==> config.mk <==
export PLATFORM = sky130hd
export DESIGN_NAME = cbs_seq
export DESIGN_NICKNAME = d
export VERILOG_FILES = /design/src/hdl/cbs_pkg.sv /design/src/hdl/cbs_seq.sv
export SDC_FILE = /design/constraint.sdc
export NUM_CORES = 1
export LEC_CHECK = 0
export ABC_AREA = 1
export BUFFER_PORTS_ARGS = -buffer_cell sky130_fd_sc_hd__clkbuf_2
export CORE_MARGIN = 1
export CORE_UTILIZATION = 25
export CTS_BUF_LIST = sky130_fd_sc_hd__clkbuf_8
export DETAILED_ROUTE_END_ITERATION = 16
export GPL_TIMING_DRIVEN = 0
export SETUP_SLACK_MARGIN = 0.3
export SLEW_MARGIN = 40
export SYNTH_ARGS = -nofsm -noshare
export SYNTH_HDL_FRONTEND = slang
export SYNTH_SLANG_ARGS = --single-unit
==> constraint.sdc <==
create_clock -name clk -period 13.8 [get_ports clk]
set_input_delay 2.07 -clock clk [delete_from_list [all_inputs] [get_ports clk]]
set_output_delay 2.07 -clock clk [all_outputs]
set_load 0.01 [all_outputs]
==> src/hdl/cbs_pkg.sv <==
`default_nettype none
// ----------------------------------------------------------------------------
// cbs_pkg
// Shared widths, types and the basis weight table for the cubic B-spline
// sampler.
// ----------------------------------------------------------------------------
package cbs_pkg;

  localparam int SAMPLES     = 33;
  localparam int COORD_BITS  = 24;
  localparam int WEIGHT_BITS = 16;
  localparam int IDX_BITS    = $clog2(SAMPLES);
  localparam int PROD_BITS   = COORD_BITS + WEIGHT_BITS + 1;
  localparam int ACC_BITS    = PROD_BITS + 2;
  localparam int TAPS        = 4;

  localparam longint SPAN      = longint'(SAMPLES - 1);
  localparam longint BASIS_DEN = 6 * SPAN * SPAN * SPAN;
  localparam longint ONE_Q16   = 65536;
  localparam longint ROUND_HALF = 32768;

  localparam logic [IDX_BITS-1:0] LAST_IDX = IDX_BITS'(SAMPLES - 1);

  typedef logic signed [COORD_BITS-1:0] coord_t;
  typedef coord_t [TAPS-1:0]            coord_quad_t;
  typedef logic [WEIGHT_BITS-1:0]       weight_t;
  typedef weight_t [TAPS-1:0]           weight_set_t;
  typedef weight_set_t [SAMPLES-1:0]    weight_table_t;
  typedef logic [IDX_BITS-1:0]          sample_idx_t;

  // sample request from the sequencer to the blend pipeline
  typedef struct packed {
    logic        valid;
    logic        last;
    sample_idx_t idx;
  } issue_t;

  // rounded basis weights; w2 takes the remainder so each set sums to one
  function automatic weight_table_t build_weights();
    weight_table_t tbl;
    longint t, r, n1, n3, n4, w1, w2, w3, w4;
    for (int j = 0; j < SAMPLES; j++) begin
      t  = longint'(j);
      r  = SPAN - t;
      n1 = r * r * r;
      n3 = 3 * t * t * SPAN + 3 * t * SPAN * SPAN + SPAN * SPAN * SPAN - 3 * t * t * t;
      n4 = t * t * t;
      w1 = (n1 * ONE_Q16 + BASIS_DEN / 2) / BASIS_DEN;
      w3 = (n3 * ONE_Q16 + BASIS_DEN / 2) / BASIS_DEN;
      w4 = (n4 * ONE_Q16 + BASIS_DEN / 2) / BASIS_DEN;
      w2 = ONE_Q16 - w1 - w3 - w4;
      tbl[j][0] = WEIGHT_BITS'(w1);
      tbl[j][1] = WEIGHT_BITS'(w2);
      tbl[j][2] = WEIGHT_BITS'(w3);
      tbl[j][3] = WEIGHT_BITS'(w4);
    end
    return tbl;
  endfunction

  localparam weight_table_t WEIGHT_TABLE = build_weights();

endpackage
`default_nettype wire

==> src/hdl/cbs_seq.sv <==
`default_nettype none
// ----------------------------------------------------------------------------
// cbs_seq
// Control point window, segment latch and sample sequencer. A point that
// closes a segment latches four points and steps through every sample index.
// ----------------------------------------------------------------------------
module cbs_seq
  import cbs_pkg::*;
(
  input  wire logic   clk,
  input  wire logic   rst,
  input  wire logic   point_valid,
  output logic        point_stall,
  input  wire coord_t point_x,
  input  wire coord_t point_y,
  input  wire logic   start_path,
  output issue_t      issue,
  output coord_quad_t seg_x,
  output coord_quad_t seg_y,
  input  wire logic   issue_ready
);

  coord_t      win_x [3];
  coord_t      win_y [3];
  logic [1:0]  seen;
  logic        active;
  sample_idx_t idx;
  logic        accept;
  logic        close;
  logic        fire;
  logic        fire_last;

  assign fire        = active && issue_ready;
  assign fire_last   = fire && (idx == LAST_IDX);
  assign point_stall = active && !fire_last;
  assign accept      = point_valid && !point_stall;
  assign close       = accept && !start_path && (seen == 2'd3);

  assign issue.valid = active;
  assign issue.last  = (idx == LAST_IDX);
  assign issue.idx   = idx;

  always_ff @(posedge clk) begin
    if (rst) begin
      win_x  <= '{default: '0};
      win_y  <= '{default: '0};
      seen   <= '0;
      active <= 1'b0;
      idx    <= '0;
    end else begin
      if (close) begin
        // a new segment overrides the finishing one
        active <= 1'b1;
        idx    <= '0;
      end else if (fire) begin
        idx <= idx + 1'b1;
        if (fire_last) begin
          active <= 1'b0;
        end
      end
      if (accept) begin
        if (start_path) begin
          win_x[0] <= '0;
          win_x[1] <= '0;
          win_x[2] <= point_x;
          win_y[0] <= '0;
          win_y[1] <= '0;
          win_y[2] <= point_y;
          seen     <= 2'd1;
        end else begin
          if (seen != 2'd3) begin
            seen <= seen + 1'b1;
          end
          win_x[0] <= win_x[1];
          win_x[1] <= win_x[2];
          win_x[2] <= point_x;
          win_y[0] <= win_y[1];
          win_y[1] <= win_y[2];
          win_y[2] <= point_y;
        end
      end
    end
  end

  // segment latch, loaded only by a closing point
  always_ff @(posedge clk) begin
    if (close) begin
      seg_x <= {point_x, win_x[2], win_x[1], win_x[0]};
      seg_y <= {point_y, win_y[2], win_y[1], win_y[0]};
    end
  end

  a_close_starts: assert property (@(posedge clk) disable iff (rst)
    close |=> active && (idx == '0))
    else $error("closing point did not start a segment");

  a_idx_range: assert property (@(posedge clk) disable iff (rst)
    active |-> (idx <= LAST_IDX))
    else $error("sample index beyond last sample");

  a_last_ends: assert property (@(posedge clk) disable iff (rst)
    fire_last && !accept |=> !active)
    else $error("segment did not finish after last sample");

endmodule
`default_nettype wire

==> run summary <==
Post-DP HPWL = 24140 um
CTS tree = yes
# clock sinks = 345
Critical Path Fanout Max = 5
Minimum clock period after layout = 4.658 ns
Hold_sp = win_y[61]$_SDFFE_PP0P_
Largest family of logic cells by synthesized area = simple AND/OR/NAND/NOR gates
Crit Path Class = primary input to primary output
Xor/xnor cell area share of the yosys netlist = 0.003655
CP startpoint = issue_ready
Io pins = 254
Max-Slew Margin vs Limit = 0.5587
LEAKAGE = 6.332 nW
Synth Register Bits = 345
Utilization after layout = 0.3300
Final Instance Area = 15490 um2
Drt first-iter violations = 435
# rows = 79
Initial Utilization = 0.2552
Placed inst area = 14240 um2
Syn. warnings = 0
Setup crit end kind = primary output
Share of the clock period used by the worst path = 0.3375
Post-synth top flop = edfxtp_1
Post-CTS setup buffer count = 0
Distinct cells, synth = 24
Drt drc = 0
Area Growth Syn to Fin = 29.31%
Initial DRT Pass Iterations = 4
Routed len/inst = 15.72 um
Fin nets = 1467
Post-CTS Hold Buffers = 0
H-tree depth = 2
Synth Area in Compound Gates = 0.06099
Max VDD drop = 0.06740 mV
Delay of the slowest critical-path stage = 0.13 ns
CP max stage cell = nand2_2
Antenna Nets Post-Route = 0
Reg-to-reg slack, setup = 11.09 ns
First-pass GRT wire length = 49230 um
Worst Hold Class = flip-flop to flip-flop
TNS Setup = 0 ns
Post-CTS Resized = 0
Syn nets = 1143
Placed cell count = 1957
Post-synth top area share = 0.4812
Core area = 46950 um2
RR Startpoint = idx[0]$_SDFFE_PP0P_
Share of cells above drive strength 1 = 0.2587
Setup Viol. Count Final = 0
Hold depth = 0
Adder-cell share of the synthesized area = 0.003133
Total gr overflow = 0
Post-synth ARST share = 0
R2R Path End = seg_y[5]$_DFFE_PP_
Fmax = 214.7 MHz
Die Y = 220.9 um
Clock Latency Late Sink = 0.63 ns
Vias post-DR = 8423
Pwr Total = 2.226 mW
Netlist Area Pre-Place = 11980 um2
Most used cell, CP = clkbuf_2
Final WS setup = 9.142 ns
Mapped Cells = 1087
Root Driver = clkbuf_8
Fin cells = 2069
Critical Path RT = 11.73 ns
Post-synth EDFFs = 192
Vias/cell = 4.071
Port bufs = 252
Worst hold margin = 0.4298 ns
Final wirelength = 32530 um
Path depth of the worst reg2reg path = 10
Post-synth top cells = nor2_1, edfxtp_1, dfxtp_1, o21ai_0, inv_1
Seq/Total Area, Yosys = 0.7368
Fin. max-slew vios = 0
CP Cell Sequence = clkbuf_2 -> nand4_1 -> nand2_2 -> inv_1 -> clkbuf_2
RSZ-0062 raised after global routing = no
Total Routing Usage GR = 0.1324
Pwr dens = 143.6 nW/um2
CP arrival = 2.59 ns
Synth Area in Simple Gates = 0.1319
Mux cell area share after synthesis = 0.0009398
Most frequent cell after synthesis = nor2_1
Initial antenna violation count = 2
Largest net degree at the start of global routing = 22
Hold Fails Final Rpt = 0
Top post-synthesis cells by area = edfxtp_1, dfxtp_1, nor2_1, o21ai_0, inv_1
Clk pin slew, worst setup/hold paths = 0.06 ns
Layout Skew = 0.03102 ns
Synthesized area per cell = 11.02 um2
Worst-Margin Slew = 0.6620 ns
RD Place Congestion = 0.7810
Maxcap violations = 0
CP Launch Type = primary input
Pre-CTS setup slack = 9.141 ns
Number of global-route vias before repair = 8307
Max clock buf depth = 3
Hold Crit Endpoint = seg_y[13]$_DFFE_PP_
Outcome = finished clean
CTS Buf Count = 59
Die area = 48810 um2
Post-synth top area cell = edfxtp_1
Die Width = 220.9 um
[report_power, final]
group | switching [mW] | internal, mW
clock network | 0.420 | 0.547
registers | 0.0239 | 1.12
logic | 0.0759 | 0.0398
total | 0.520 | 1.71
[final cells by class]
cell class,count,area [um2]
Antenna cell,1,2.502
Buffer,59,326.6
Clock buffer,65,894.6
Clock inverter,46,356.6
Fill cell,4760,31460
Inverter,112,425.4
Multi-Input combinational cell,571,2411
Sequential cell,345,8828
Tap cell,607,759.5
Timing Repair Buffer,263,1489
[sequential cells by signal (all words and copies together), names as in the netlist]
signal  count
seen        2
seg_x      96
win_y      72
seg_y      96
win_x      72
active      1
idx         6
[placed cells by master (no fill, tap or decap), types with 2 or more instances in the layout]
cell / Yosys / final
buf_16: 0 / 5
buf_2: 10 / 10
buf_8: 7 / 13
bufinv_16: 0 / 6
clkbuf_1: 39 / 37
clkbuf_2: 0 / 254
clkbuf_8: 0 / 65
clkinv_1: 0 / 6
clkinv_2: 0 / 14
dfxtp_1: 153 / 153
edfxtp_1: 192 / 192
ha_1: 3 / 3
inv_1: 109 / 127
inv_2: 2 / 2
nand2_1: 10 / 10
nand2_2: 2 / 2
nand3_1: 3 / 3
nand4_1: 2 / 2
nor2_1: 396 / 395
nor3_1: 2 / 2
o21ai_0: 138 / 138
o21ai_1: 8 / 8
xor2_1: 4 / 4
[worst max-delay path, delay by kind of cell]
kind,cells,cell delay (ns)
buffers and inverters,3,0.27
AND/OR/NAND/NOR,2,0.24
[metal layers]
| layer | part of all wire | up-vias | global-route usage |
|---|---|---|---|
| li1 | - | 4172 | - |
| met1 | 0.44 | 3984 | 0.1676 |
| met2 | 0.48 | 209 | 0.2198 |
| met3 | 0.049 | 58 | 0.03041 |
| met4 | 0.026 | 0 | 0.04985 |
| met5 | 0 | - | 0 |
[logic make-up after synthesis]
family                   count (synthesis)
AO/OA/AOI/OAI                          146
flip-flops                             345
XOR/XNOR                                 5
adder cells (fa/ha/maj)                  3
multiplexers                             1
AND/OR/NAND/NOR                        416
buffers and inverters                  171
[worst max path at each step]
stage,endpoint,slack [ns],cells after the start
floorplan,seg_x[0]$_DFFE_PP_,2.58,5
global placement,seg_x[76]$_DFFE_PP_,-1.63,4
detailed placement,point_stall,9.14,5
CTS,point_stall,9.14,5
global route,point_stall,9.09,5
finish,point_stall,9.14,5
No activity file was read; power rests on OpenSTA's default activity.
